[config.mk]
export PLATFORM = sky130hd
export DESIGN_NAME = spk128_kcell
export DESIGN_NICKNAME = d
export VERILOG_FILES = /design/src/sv/spk128_pkg.sv /design/src/sv/spk128_kcell.sv
export SDC_FILE = /design/constraint.sdc
export NUM_CORES = 1
export LEC_CHECK = 0
export ABC_AREA = 1
export BUFFER_PORTS_ARGS = -buffer_cell sky130_fd_sc_hd__buf_2
export CORE_MARGIN = 4
export CORE_UTILIZATION = 43
export CTS_BUF_LIST = sky130_fd_sc_hd__clkbuf_4 sky130_fd_sc_hd__clkbuf_8 sky130_fd_sc_hd__clkbuf_16
export CTS_CLUSTER_DIAMETER = 40
export CTS_CLUSTER_SIZE = 30
export DETAILED_ROUTE_END_ITERATION = 10
export PLACE_DENSITY = 0.83
export SYNTH_ARGS = -nofsm -noshare
export SYNTH_HDL_FRONTEND = slang
export SYNTH_SLANG_ARGS = --single-unit
[constraint.sdc]
create_clock -name clk -period 2.15 [get_ports clk]
set_clock_uncertainty 0.05 [all_clocks]
set_input_delay 0.43 -clock clk [delete_from_list [all_inputs] [get_ports clk]]
set_output_delay 0.43 -clock clk [all_outputs]
set_load 0.1 [all_outputs]
[src/sv/spk128_pkg.sv]
// Shared constants and types for the Speck128 block cipher.
// Used by the round unit, the key word cell and the top level.
package spk128_pkg;

  // Widths of the cipher words and of the configuration port.
  localparam int WORD_W    = 64;
  localparam int KEY_WORDS = 4;
  localparam int CFG_IDX_W = 3;

  // Size of the round key store.
  localparam int MAX_ROUNDS = 64;
  localparam int RK_AW      = (MAX_ROUNDS > 1) ? $clog2(MAX_ROUNDS) : 1;
  localparam int CNT_W      = $clog2(MAX_ROUNDS + 1);

  // Cipher constants.
  localparam int ROT_X               = 8;
  localparam int ROT_Y               = 3;
  localparam int DEFAULT_ROUNDS_BASE = 30;
  localparam int MIN_KEY_BYTES       = 9;
  localparam int MAX_KEY_BYTES       = 32;

  // Register indexes on the configuration port.
  typedef enum logic [CFG_IDX_W-1:0] {
    REG_KEY_WORD0   = 3'd0,
    REG_KEY_WORD1   = 3'd1,
    REG_KEY_WORD2   = 3'd2,
    REG_KEY_WORD3   = 3'd3,
    REG_KEY_LENGTH  = 3'd4,
    REG_ROUND_COUNT = 3'd5
  } cfg_reg_t;

  // The two halves of a block, or of the key schedule state.
  typedef struct packed {
    logic [WORD_W-1:0] x;
    logic [WORD_W-1:0] y;
  } word_pair_t;

  // Control shared by all cells of the key word chain.
  typedef struct packed {
    logic load;
    logic shift;
  } kcell_ctl_t;

endpackage

[src/sv/spk128_kcell.sv]
// One cell of the key schedule word chain: holds one key word and passes it
// toward the head of the chain. Depends on spk128_pkg for WORD_W and kcell_ctl_t.
module spk128_kcell import spk128_pkg::*; (
  input  logic              clk,
  input  kcell_ctl_t        ctl,
  input  logic              tail,
  input  logic [WORD_W-1:0] load_word,
  input  logic [WORD_W-1:0] neighbor,
  input  logic [WORD_W-1:0] feedback,
  output logic [WORD_W-1:0] word
);

  // The tail cell takes the freshly updated word; the others take the word
  // of the cell behind them, so the chain rotates through the used words.
  always_ff @(posedge clk) begin
    if (ctl.load) begin
      word <= load_word;
    end else if (ctl.shift) begin
      word <= tail ? feedback : neighbor;
    end
  end

endmodule

==> impl_metrics.toml <==
[sta]
worst_pin_slew_ns = 0.512
slew_headroom_pct = 66.1
timing.final.hold_violations = 0
min_period_over_period_pct = 74.2
finalWorstSetupSlack_ns = 0.554
maxSlewViolCount = 0
clock.fmax_ghz = 0.626
holdWs_ns = 0.317
finalSetupViolations = 0
rsz0062_at_grt = "no"
tns_ns = 0
min_period_ns = 1.60

[power_and_ir_drop]
pwr_density_cell_nw_per_um2 = 830
combPwrFrac_pct = 38.3
pwr-share-clk_pct = 26.8
internal_power_mw = 2.63
p_switching_mw = 1.89
leakagePower_nw = 3.36
switching_share_pct = 41.8
max-vdd-ir-drop_uv = 384
p_seq_share_pct = 34.9
power.total_mw = 4.52

[synth]
synth_warnings = 0
netlist_instances = 541
synth.distinct_cells = 10
syn_avg_cell_area_um2 = 7.18
synthTopCellsByArea = "edfxtp_1 49%, nand2_1 25%, inv_1 12%"
netlist_area_um2 = 3880
ys_ff_latch = 64
syn-num-nets = 737
netlist.area_leader.share_pct = 49.5
ys_seq_area_share_pct = 49.5
yosysTopAreaCell = "edfxtp_1"

[setup_path]
slowest_stage = "buf_2"
max_stage_delay_ns = 0.43
endpoint_kind = "output port"
cp_max_fo = 1
cp.arrival_ns = 1.12
cp_top_family = "buffers and inverters"
crit_required_ns = 1.67
critical_path_cell_count = 1
crit_buf_inv = 1
critPathKind = "register to output port"
path_cells = "buf_2"
cp-start-kind = "register"

[floorplanning]
die_area_um2 = 10600
core_um2 = 8760
rows = 34
num_io_pins = 260
dieHeight_um = 103
chipWidth_um = 103
initial_core_util_pct = 44.3

[clock_network]
h-tree-depth = 3
clock_sinks = 64
cts_hold_buf = 0
root_buffer = "clkbuf_8"
post-cts-setup-buffers = 0
clock_path_buffers = 2
clk_pin_slew_ns = 0.07
cts_tree = "done"
cts_made_buffers = 9
cts_resized = 0

[finish]
area_delta_synth_final_pct = 40.2
nNetsFinal = 989
layout.cells.non_filler = 906
reg.largest.list = "word (64)"
mostFrequentLayoutCells = "259 x buf_2, 256 x nand2_1, 128 x inv_1, 64 x nand3_1, 64 x edfxtp_1"
fin_area_um2 = 5450
largest_register = "word"
layout_commonest_cell = "buf_2"
largest_register_ffs = 64
antennaDiodeCount = 0
final_core_util_pct = 62.2
drive_gt1_share_pct = 35.6

[route]
wl_per_cell_um = 12.4
vias = 4017
drt_wl_total_mm = 11.2
first_pass_iters = 5
dr.first_iter.drc_count = 144
drc_errors = 0
ant_nets = 0
vias_per_cell = 4.43

[hold_path]
hold_path_depth = 3
hold_class = "input pin to register"
min-delay-start = "load_word[49]"
whs_endpoint = "word[49]"

[placement]
io_buffer_count = 259
gp_congestion = 0.818
dp_hpwl_mm = 8.58
dp.cells = 890
dp_slack_ns = 0.657
placed_area_um2 = 5210

[status]
outcome = "completed"

[global_route]
antenna_found_initial = 0
grt_pass1_vias = 3577
grt.total_usage_pct = 20.3
grt_first_pass_wirelength_mm = 16.8
grt_max_degree = 65
overflow = 0

[flow_run]
max-cap-violations = 0
area by class of cell:
| cell class | count | area, um2 |
|---|---|---|
| clock inverter | 7 | 110 |
| timing repair buffer | 267 | 1380 |
| tap | 108 | 135 |
| fill | 817 | 3320 |
| clock buffer | 9 | 124 |
| multi-input combinational | 321 | 1290 |
| sequential | 64 | 1920 |
| inverter | 130 | 488 |
worst max-delay path by stage:
stage                  start        to  slack, ns
finish              word[35]  word[35]       0.55
floorplan             ctl[1]   word[0]       0.30
CTS                 word[35]  word[35]       0.51
global route        word[35]  word[35]       0.51
global placement        tail  word[21]       0.69
detailed placement      tail   word[5]       0.66
cell usage after synthesis:
master / instances
inv_2: 2
buf_2: 12
buf_4: 6
inv_1: 128
nand3_1: 64
buf_1: 1
nand2_1: 256
edfxtp_1: 64
buf_6: 7
or2_2: 1
cells by family (layout without fill, tap and decap cells):
kind of cell	Yosys count	in the layout	synth area share (%)
flip-flops	64	64	49.5
buffers and inverters	156	413	17.4
AND/OR/NAND/NOR	321	321	33.1
power by group through the flow:
| stage | sequential (mW) | combinational, mW | clock (mW) |
|---|---|---|---|
| floorplan | 2.69 | 0.287 | 0 |
| global placement | 1.60 | 1.73 | 0 |
| detailed placement | 1.61 | 1.74 | 0 |
| CTS | 1.58 | 1.74 | 1.25 |
| global route | 1.59 | 1.82 | 1.30 |
| finish | 1.58 | 1.73 | 1.21 |
routing by layer:
| metal | GRT usage (%) | up-vias | routed length, um |
|---|---|---|---|
| met4 | 7.27 | 0 | 212 |
| li1 | - | 2103 | - |
| met3 | 6.63 | 16 | 1290 |
| met1 | 22.7 | 1706 | 3980 |
| met2 | 35.9 | 192 | 5740 |
| met5 | 0 | - | 0 |
Note: power is estimated with default switching activity, not from simulation.
