<file path="src/sv/spk128_pkg.sv">
// Shared constants and types for the Speck128 block cipher.
// Used by the round unit, the key word cell and the top level.
package spk128_pkg;

  // Widths of the cipher words and of the configuration port.
  localparam int WORD_W    = 64;
  localparam int KEY_WORDS = 4;
  localparam int CFG_IDX_W = 3;

  // Size of the round key store.
  localparam int MAX_ROUNDS = 64;
  localparam int RK_AW      = (MAX_ROUNDS > 1) ? $clog2(MAX_ROUNDS) : 1;
  localparam int CNT_W      = $clog2(MAX_ROUNDS + 1);

  // Cipher constants.
  localparam int ROT_X               = 8;
  localparam int ROT_Y               = 3;
  localparam int DEFAULT_ROUNDS_BASE = 30;
  localparam int MIN_KEY_BYTES       = 9;
  localparam int MAX_KEY_BYTES       = 32;

  // Register indexes on the configuration port.
  typedef enum logic [CFG_IDX_W-1:0] {
    REG_KEY_WORD0   = 3'd0,
    REG_KEY_WORD1   = 3'd1,
    REG_KEY_WORD2   = 3'd2,
    REG_KEY_WORD3   = 3'd3,
    REG_KEY_LENGTH  = 3'd4,
    REG_ROUND_COUNT = 3'd5
  } cfg_reg_t;

  // The two halves of a block, or of the key schedule state.
  typedef struct packed {
    logic [WORD_W-1:0] x;
    logic [WORD_W-1:0] y;
  } word_pair_t;

  // Control shared by all cells of the key word chain.
  typedef struct packed {
    logic load;
    logic shift;
  } kcell_ctl_t;

endpackage

</file>
<file path="src/sv/spk128_round.sv">
// One Speck128 round, forward or inverse, as combinational logic.
// Depends on spk128_pkg for the word width, rotation amounts and word_pair_t.
module spk128_round import spk128_pkg::*; (
  input  logic              dec,
  input  word_pair_t        din,
  input  logic [WORD_W-1:0] round_key,
  output word_pair_t        dout
);

  logic [WORD_W-1:0] x_ror;
  logic [WORD_W-1:0] y_rol;
  logic [WORD_W-1:0] enc_x;
  logic [WORD_W-1:0] dec_y;
  logic [WORD_W-1:0] dec_diff;

  always_comb begin
    x_ror    = {din.x[ROT_X-1:0], din.x[WORD_W-1:ROT_X]};
    y_rol    = {din.y[WORD_W-ROT_Y-1:0], din.y[WORD_W-1:WORD_W-ROT_Y]};
    enc_x    = (x_ror + din.y) ^ round_key;
    dec_y    = din.y ^ din.x;
    dec_y    = {dec_y[ROT_Y-1:0], dec_y[WORD_W-1:ROT_Y]};
    dec_diff = (din.x ^ round_key) - dec_y;
    if (dec) begin
      dout.y = dec_y;
      dout.x = {dec_diff[WORD_W-ROT_X-1:0], dec_diff[WORD_W-1:WORD_W-ROT_X]};
    end else begin
      dout.x = enc_x;
      dout.y = y_rol ^ enc_x;
    end
  end

endmodule

</file>
<file path="config.mk">
export PLATFORM = sky130hd
export DESIGN_NAME = spk128_round
export DESIGN_NICKNAME = d
export VERILOG_FILES = /design/src/sv/spk128_pkg.sv /design/src/sv/spk128_round.sv
export SDC_FILE = /design/constraint.sdc
export NUM_CORES = 1
export LEC_CHECK = 0
export BUFFER_PORTS_ARGS = -buffer_cell sky130_fd_sc_hd__buf_2
export CORE_ASPECT_RATIO = 1.1
export CORE_MARGIN = 8
export CORE_UTILIZATION = 55
export DETAILED_ROUTE_END_ITERATION = 10
export GPL_ROUTABILITY_DRIVEN = 0
export GPL_TIMING_DRIVEN = 0
export PLACE_DENSITY = 0.86
export SYNTH_ARGS = -nofsm -noshare
export SYNTH_HDL_FRONTEND = slang
export SYNTH_SLANG_ARGS = --single-unit
</file>
<file path="constraint.sdc">
create_clock -name vclk -period 9.95
set_input_delay 0.995 -clock vclk [all_inputs]
set_output_delay 0.995 -clock vclk [all_outputs]
set_load 0.005 [all_outputs]
</file>
==> results.py, run 1 <==
metrics = {
    "sta": {
        "tightest_slew_ns": 1.02,
        "relSlewSlack_pct": 31.8,
        "finalHoldViolCount": 0,
        "max_freq_ghz": 0.166,
        "fin_crit_sh_pct": 60.6,
        "setup_slack_ns": 3.92,
        "slew_violations": 0,
        "finalCriticalPeriod_ns": 6.03,
        "fin_setup_tns_ns": 0,
        "rsz0062_at_grt": "false",
        "finalSetupViolations": 0,
    },
    "worst_hold_path": {
        "holdPathEnd": "dout[14]",
        "hold_class": "input port to output port",
        "hold_path_depth": 5,
        "hold_start": "din[11]",
    },
    "synthesis": {
        "synthSimpleGateAreaFrac_pct": 17.8,
        "synth_top_family_by_area": "compound AO/OA/AOI/OAI gates",
        "muxShareOfSynthArea_pct": 3.00,
        "synth_compound_area_share_pct": 31.6,
        "synth_cell_types": 87,
        "synthXorXnorAreaFrac_pct": 28.7,
        "netlist_area_um2": 11500,
        "syn_nets": 1992,
        "synth-adder-area-share_pct": 14.0,
        "synth-seq-area-share_pct": 0,
        "syn_avg_cell_area_um2": 6.90,
        "yosysWarningCount": 0,
        "synthCells": 1671,
    },
    "cts": {
        "postCtsHoldBufs": 0,
        "postCtsSetupBuffers": 0,
        "cts_resized": 0,
    },
    "final_layout": {
        "final_nets": 2314,
        "seq_cell_count": 0,
        "layout_common_cells": "buf_2 (330), a21oi_1 (241), xnor2_1 (233)",
        "num-clock-buffers": 0,
        "diodes": 0,
        "final_common_cell": "buf_2",
        "drive_above_1_share_pct": 19.5,
        "area_growth_pct": 16.7,
        "regArea_um2": 0,
    },
    "global_route": {
        "grt_pass1_wl_mm": 76.2,
        "grt_max_degree": 11,
        "antenna_found_initial": 1,
        "grt_overflow": 0,
        "grtUsageTotal_pct": 36.0,
        "grt_pass1_vias": 14700,
    },
    "power_and_ir_drop": {
        "power_switching_uw": 894,
        "p_seq_share_pct": 0,
        "clkPwrFrac_pct": 0,
        "leakage_nw": 6.14,
        "ir_drop_v": 0.0000573,
        "sw_frac_of_total_pct": 59.3,
        "p_comb_share_pct": 100.0,
        "power.internal_uw": 614,
        "p_per_area_nw_per_um2": 112,
    },
    "setup_path": {
        "cp_max_fo": 7,
        "required_ns": 8.96,
        "crit_arrival_ns": 5.04,
        "end_kind": "output port",
        "start_kind": "input port",
        "critical_path_class": "input port to output port",
    },
    "floorplanning": {
        "die_w_um": 154,
        "ios": 321,
        "core_um2": 20600,
        "start_util_pct": 56.1,
        "die_h_um": 168,
        "fp-row-count": 55,
        "die_area_um2": 25900,
    },
    "outcome": {
        "status": "finished clean",
    },
    "place": {
        "port-buffer-count": 320,
        "hpwl_mm": 42.7,
        "pre_cts_slack_ns": 4.31,
    },
    "route": {
        "num_vias": 15000,
        "drc_errors": 0,
        "vias_per_cell": 6.68,
        "routedWlPerCell_um": 22.3,
        "routed_wl_mm": 50.1,
        "ant_nets": 0,
        "dr.pass1.iters": 10,
        "drt_iter0_drc": 1955,
    },
    "job": {
        "drv_cap": 0,
    },
}
## routing by layer
layer / part of all wire [%] / GRT usage [%] / vias up
met2: 44 / 59.6 / 1305
met3: 13 / 6.84 / 348
met4: 8.0 / 25.0 / 2
li1: - / - / 6667
met1: 35 / 41.3 / 6683
met5: 0.030 / 0 / -
## cells by family (layout without fill, tap and decap cells)
kind of cell / count (synthesis) / after routing
compound gates: 576 / 576
xor+xnor: 372 / 372
buf+inv: 122 / 442
simple gates: 439 / 439
fa+ha+maj: 128 / 128
mux: 34 / 34
## cells in the mapped netlist (5+ instances only)
cell type    n  share of area (%)
o21ai_1     11               0.48
a21boi_0     7               0.46
and2_1      10               0.54
xnor2_1    233                 18
nand4_1     32                1.7
xor2_1     135                 10
ha_1       126                 14
nor2_1     160                5.2
o21ai_0     81                3.5
a211oi_1    18                1.2
inv_1       41                1.3
nand3_1     33                1.4
nand2_1    116                3.8
o211ai_1    10               0.65
o21a_1      19                1.2
nor3_1      14               0.61
o31ai_1      9               0.59
or2_2        8               0.43
clkbuf_1    58                1.9
a21o_1      64                4.2
buf_2       10               0.43
and3_1      12               0.65
o21bai_1    28                1.8
nor2b_1      8               0.43
mux2_2       5               0.49
a31oi_1     24                1.3
a21oi_1    241                 10
nand2b_1    12               0.65
or3_1        8               0.43
mux2i_1     29                2.5
## worst max path at each step
stage                       start         to  slack (ns)
after detailed placement  din[32]  dout[127]        4.31
final                     din[32]  dout[127]        3.92
after global routing      din[67]   dout[68]        4.03
after floorplan           din[67]   dout[64]        5.30
after global placement    din[67]   dout[68]        4.23
after CTS                 din[32]  dout[127]        4.29
## per-stage QoR
step / cell area (µm²) / hold slack [ns] / util, % / power [mW] / cells
global placement: 13500 / 2.41 / 65.4 / 1.43 / 2247
floorplan: 11500 / 2.15 / - / 0.972 / 1671
detailed placement: 13500 / 2.42 / 65.4 / 1.45 / 2247
finish: 13500 / 2.42 / 65.4 / 1.51 / 2247
global route: 13500 / 2.46 / 65.4 / 1.61 / 2247
CTS: 13500 / 2.42 / 65.4 / 1.46 / 2247
## critical path, stage by stage
cell	delay [ns]
buf_2	0.15
ha_1	0.28
clkbuf_1	0.34
nand4_1	0.23
or3_1	0.47
a211oi_1	0.29
a21boi_0	0.65
nor3_2	0.22
o21ai_1	0.44
a31o_2	0.32
a21oi_1	0.10
xnor2_1	0.26
o21ai_1	0.09
buf_2	0.18
## final cells by class
| class | count | area, µm² |
|---|---|---|
| Tap cell | 256 | 320 |
| Fill cell | 1823 | 7120 |
| Buffer | 81 | 403 |
| Inverter | 41 | 154 |
| Multi-Input combinational cell | 1549 | 11000 |
| Timing Repair Buffer | 320 | 1600 |
## power groups by stage
| stage | logic [mW] | registers [mW] | clock network (mW) |
|---|---|---|---|
| 5_1_grt | 1.61 | 0 | 0 |
| 2_1_floorplan | 0.972 | 0 | 0 |
| 3_5_place_dp | 1.45 | 0 | 0 |
| 3_3_place_gp | 1.43 | 0 | 0 |
| 4_1_cts | 1.46 | 0 | 0 |
| 6_report | 1.51 | 0 | 0 |
No activity file was read; power rests on OpenSTA's default activity.
==> run 2, diff against run 1 <==
--- a/config.mk
+++ b/config.mk
@@ -8,11 +8,11 @@
 export BUFFER_PORTS_ARGS = -buffer_cell sky130_fd_sc_hd__buf_2
 export CORE_ASPECT_RATIO = 1.1
 export CORE_MARGIN = 8
-export CORE_UTILIZATION = 55
+export CORE_UTILIZATION = 51
 export DETAILED_ROUTE_END_ITERATION = 10
 export GPL_ROUTABILITY_DRIVEN = 0
 export GPL_TIMING_DRIVEN = 0
-export PLACE_DENSITY = 0.86
+export PLACE_DENSITY = 0.84
 export SYNTH_ARGS = -nofsm -noshare
 export SYNTH_HDL_FRONTEND = slang
 export SYNTH_SLANG_ARGS = --single-unit
==> constraint.sdc (replaced) <==
create_clock -name vclk -period 5.13
set_input_delay 0.513 -clock vclk [all_inputs]
set_output_delay 0.513 -clock vclk [all_outputs]
set_load 0.005 [all_outputs]
==> run 2 against run 1 <==
Final cell count grew 1.8%; non-clock buffer count unchanged; sequential cell count is the same; cell area grew 0.42%; sequential share of layout area is the same; worst setup slack worse by 3.6 ns; clock-buffer cell count is the same; largest cell class unchanged; highest routed layer is now met4.
==> results.py, run 2 (same netlist as run 1, synthesis figures left out) <==
metrics = {
    "outcome": {
        "status": "finished clean",
    },
    "sta": {
        "finalCriticalPeriod_ns": 4.84,
        "fin_crit_sh_pct": 94.3,
        "finalHoldViolCount": 0,
        "rsz0062_at_grt": "false",
        "slew_violations": 0,
        "holdWs_ns": 1.45,
        "finalSetupViolations": 0,
        "fin_setup_tns_ns": 0,
        "tightest_slew_ns": 0.944,
        "max_freq_ghz": 0.207,
        "relSlewSlack_pct": 37.0,
    },
    "floorplanning": {
        "ios": 321,
        "die_area_um2": 27700,
        "start_util_pct": 52.0,
        "core_um2": 22200,
        "fp-row-count": 57,
        "die_h_um": 174,
        "die_w_um": 159,
    },
    "route": {
        "ant_nets": 0,
        "routedWlPerCell_um": 22.2,
        "drt_iter0_drc": 1718,
        "dr.pass1.iters": 7,
        "vias_per_cell": 6.53,
        "drc_errors": 0,
        "num_vias": 14900,
        "routed_wl_mm": 50.7,
    },
    "final_layout": {
        "multiInputGateArea_um2": 11000,
        "final_nets": 2314,
        "area_growth_pct": 17.1,
        "seq_cell_count": 0,
        "regArea_um2": 0,
        "fillers": 2084,
        "final_common_cell": "buf_2",
        "layout_common_cells": "buf_2 (330), a21oi_1 (241), xnor2_1 (233)",
        "drive_above_1_share_pct": 19.5,
        "num-clock-buffers": 0,
    },
    "cts": {
        "postCtsSetupBuffers": 0,
        "postCtsHoldBufs": 0,
        "cts_resized": 0,
    },
    "power_and_ir_drop": {
        "ir_drop_v": 0.000123,
        "leakage_nw": 6.14,
        "clkPwrFrac_pct": 0,
        "power.internal_mw": 1.19,
        "sw_frac_of_total_pct": 59.4,
        "p_seq_share_pct": 0,
        "power_switching_mw": 1.74,
        "p_comb_share_pct": 100.0,
        "p_per_area_nw_per_um2": 217,
    },
    "global_route": {
        "grt_max_degree": 11,
        "antenna_found_initial": 0,
        "grt_pass1_wl_mm": 78.3,
        "grt_overflow": 0,
        "grtUsageTotal_pct": 34.2,
        "grt_pass1_vias": 15100,
    },
    "setup_path": {
        "crit_buf_inv": 3,
        "start_kind": "input port",
        "cp_max_fo": 3,
        "critPathSlowestCell": "a21oi_1",
        "crit_family": "compound AO/OA/AOI/OAI gates",
        "crit_path_frequent_cell": "buf_2",
        "required_ns": 4.62,
        "critical_path_class": "input port to output port",
        "crit_arrival_ns": 4.33,
        "crit_chain": "buf_2 -> xor2_1 -> ha_1 -> inv_1 -> fa_1 -> a21o_1 -> nand4_1 -> a211oi_1 -> o311ai_0 -> nor3b_2 -> a21oi_2 -> a21oi_1 -> o31ai_1 -> mux2i_1 -> nor2_1 -> buf_2",
        "end_kind": "output port",
        "max_stage_delay_ns": 0.51,
    },
    "place": {
        "port-buffer-count": 320,
        "hpwl_mm": 43.2,
    },
    "job": {
        "drv_cap": 0,
    },
    "worst_hold_path": {
        "hold_class": "input port to output port",
    },
}
-- run 2: cell types whose count changed in the layout (fill, tap and decap cells not counted) --
| cell | previous run | this run |
|---|---|---|
| nor3b_1 | 2 | 1 |
| nor3b_2 | 0 | 1 |
| diode_2 | 0 | 1 |
-- run 2: area by class of cell --
cell class | instances | share of cell area (%)
tap | 295 | 2.73
buffer | 81 | 2.98
timing repair buffer | 320 | 11.9
antenna | 1 | 0.0185
multi-input combinational | 1549 | 81.3
inverter | 41 | 1.14
-- run 2: layer usage --
layer	GRT usage (%)	share of wire [%]	vias to the layer above
met5	0	0	-
met4	22.3	7.5	0
met3	7.08	11	326
met2	56.0	45	1217
met1	39.9	36	6739
li1	-	-	6662
-- run 2: worst min-delay path, delay by kind of cell --
family	cells	cell delay, ns
buf+inv	2	0.24
xor+xnor	1	0.12
mux	1	0.06
-- run 2: path summary, 6_finish.rpt --
check	startpoint	to	slack, ns	cells after the start
min	din[55]	dout[58]	1.45	4
max	din[67]	dout[68]	0.29	16
-- run 2: through the flow --
step | total power [mW] | area [µm²] | cells | utilization (%) | setup WS, ns
2_1_floorplan | 1.89 | 11500 | 1671 | - | 1.45
3_3_place_gp | 2.77 | 13500 | 2286 | 60.9 | 0.396
3_5_place_dp | 2.82 | 13500 | 2286 | 60.9 | 0.398
4_1_cts | 2.84 | 13500 | 2286 | 60.9 | 0.373
5_1_grt | 3.14 | 13500 | 2286 | 60.9 | 0.116
6_report | 2.93 | 13500 | 2287 | 60.9 | 0.291
-- run 2: power by group through the flow --
stage | clock network (mW) | registers, mW | logic [mW]
floorplan | 0 | 0 | 1.89
global placement | 0 | 0 | 2.77
detailed placement | 0 | 0 | 2.82
CTS | 0 | 0 | 2.84
global route | 0 | 0 | 3.14
finish | 0.0000000262 | 0 | 2.93
==> run 3, diff against run 2 <==
--- a/config.mk
+++ b/config.mk
@@ -5,7 +5,7 @@
 export SDC_FILE = /design/constraint.sdc
 export NUM_CORES = 1
 export LEC_CHECK = 0
-export BUFFER_PORTS_ARGS = -buffer_cell sky130_fd_sc_hd__buf_2
+export BUFFER_PORTS_ARGS = -buffer_cell sky130_fd_sc_hd__clkbuf_2
 export CORE_ASPECT_RATIO = 1.1
 export CORE_MARGIN = 8
 export CORE_UTILIZATION = 51
==> run 3 against run 2 <==
Sequential share of layout area unchanged; wire length decreased by 0.73%; combinational power about the same; non-clock buffer count unchanged; worst hold slack improved by 0.0012 ns; worst setup slack got worse by 0.22 ns; clock-buffer cell count unchanged; utilization about the same; die area unchanged; global-route usage decreased by 0.34 points; critical path type unchanged; largest power group unchanged.
==> results.py, run 3 (same netlist as run 1, synthesis figures left out) <==
metrics = {
    "place": {
        "hpwl_mm": 43.1,
        "place_area_um2": 13500,
        "port-buffer-count": 320,
    },
    "setup_path": {
        "crit_chain": "clkbuf_2 -> xor2_1 -> ha_1 -> inv_1 -> fa_1 -> a21o_1 -> nand4_1 -> a211oi_1 -> o311ai_0 -> nor3b_1 -> a21oi_2 -> a21oi_1 -> o31ai_1 -> mux2i_1 -> nor2_1 -> clkbuf_2",
        "end_kind": "output port",
        "start_kind": "input port",
        "crit_family": "compound AO/OA/AOI/OAI gates",
        "cp_max_fo": 3,
        "crit_buf_inv": 3,
        "crit_path_frequent_cell": "clkbuf_2",
        "max_stage_delay_ns": 0.59,
        "required_ns": 4.62,
        "crit_arrival_ns": 4.55,
        "critical_path_class": "input port to output port",
        "critPathSlowestCell": "nor3b_1",
    },
    "sta": {
        "slew_violations": 0,
        "holdWs_ns": 1.46,
        "finalCriticalPeriod_ns": 5.06,
        "fin_setup_tns_ns": 0,
        "relSlewSlack_pct": 32.0,
        "finalHoldViolCount": 0,
        "max_freq_ghz": 0.198,
        "fin_crit_sh_pct": 98.7,
        "finalSetupViolations": 0,
        "rsz0062_at_grt": "false",
        "tightest_slew_ns": 1.02,
    },
    "route": {
        "routed_wl_mm": 50.3,
        "drt_iter0_drc": 1670,
        "drc_errors": 0,
        "routedWlPerCell_um": 22.0,
        "dr.pass1.iters": 9,
        "ant_nets": 0,
        "vias_per_cell": 6.50,
        "num_vias": 14900,
    },
    "power_and_ir_drop": {
        "ir_drop_v": 0.000107,
        "p_per_area_nw_per_um2": 217,
        "leakage_nw": 6.22,
    },
    "outcome": {
        "status": "finished clean",
    },
    "global_route": {
        "grt_pass1_vias": 14800,
        "antenna_found_initial": 0,
        "grt_max_degree": 11,
        "grtUsageTotal_pct": 33.9,
        "grt_overflow": 0,
        "grt_pass1_wl_mm": 77.5,
    },
    "floorplanning": {
        "die_w_um": 159,
        "start_util_pct": 52.0,
        "ios": 321,
        "fp-row-count": 57,
        "die_h_um": 174,
        "core_um2": 22200,
        "die_area_um2": 27700,
    },
    "final_layout": {
        "layout_common_cells": "clkbuf_2 (321), a21oi_1 (241), xnor2_1 (233)",
        "diodes": 0,
        "regArea_um2": 0,
        "utilization_pct": 60.9,
        "fin_area_um2": 13500,
        "final_nets": 2314,
        "num-clock-buffers": 0,
        "final_common_cell": "clkbuf_2",
        "fillers": 2055,
        "seq_cell_count": 0,
        "drive_above_1_share_pct": 19.5,
        "multiInputGateArea_um2": 11000,
        "area_growth_pct": 17.1,
    },
    "cts": {
        "postCtsSetupBuffers": 0,
        "cts_resized": 0,
        "postCtsHoldBufs": 0,
    },
    "job": {
        "drv_cap": 0,
    },
    "worst_hold_path": {
        "hold_class": "input port to output port",
    },
}
==> run 3: changes by cell type in the layout (fill, tap and decap cells not counted), sizes merged <==
| cell | delta |
|---|---|
| buf | -320 |
| clkbuf | +320 |
| diode | -1 |
==> run 3: worst min-delay path, stage by stage <==
cell,delay [ns]
clkbuf_2,0.12
xor2_1,0.07
nor2_1,0.08
a21oi_1,0.05
clkbuf_2,0.11
==> run 3: worst paths after layout <==
path	startpoint	endpoint	slack, ns	depth (start not counted)
worst max-delay path	din[67]	dout[68]	0.07	16
worst min-delay path	din[11]	dout[14]	1.46	5
==> run 3: through the flow <==
| step | setup WS [ns] | total power [mW] | cells |
|---|---|---|---|
| floorplan | 1.45 | 1.89 | 1671 |
| global placement | 0.387 | 2.78 | 2286 |
| detailed placement | 0.396 | 2.82 | 2286 |
| CTS | 0.377 | 2.84 | 2286 |
| global route | 0.0102 | 3.14 | 2286 |
| finish | 0.0670 | 2.93 | 2286 |
==> run 3: area by class of cell <==
| class | instances | area share [%] |
|---|---|---|
| tap | 295 | 2.73 |
| inverter | 41 | 1.14 |
| multi-input combinational | 1549 | 81.3 |
| buffer | 81 | 2.98 |
| timing repair buffer | 320 | 11.9 |
==> run 3: per-layer routing <==
metal  track usage, %  vias to the layer above  wire length, µm
li1                 -                     6667                -
met4             21.3                        0             3720
met2             56.4                     1196            22500
met1             38.8                     6687            18200
met3             7.34                      318             5950
met5                0                        -                0
==> run 3: where the power goes <==
| part | total (mW) | internal (mW) | switching, mW |
|---|---|---|---|
| combinational | 2.93 | 1.19 | 1.74 |
| sequential | 0 | 0 | 0 |
| clock | 0 | 0 | 0 |
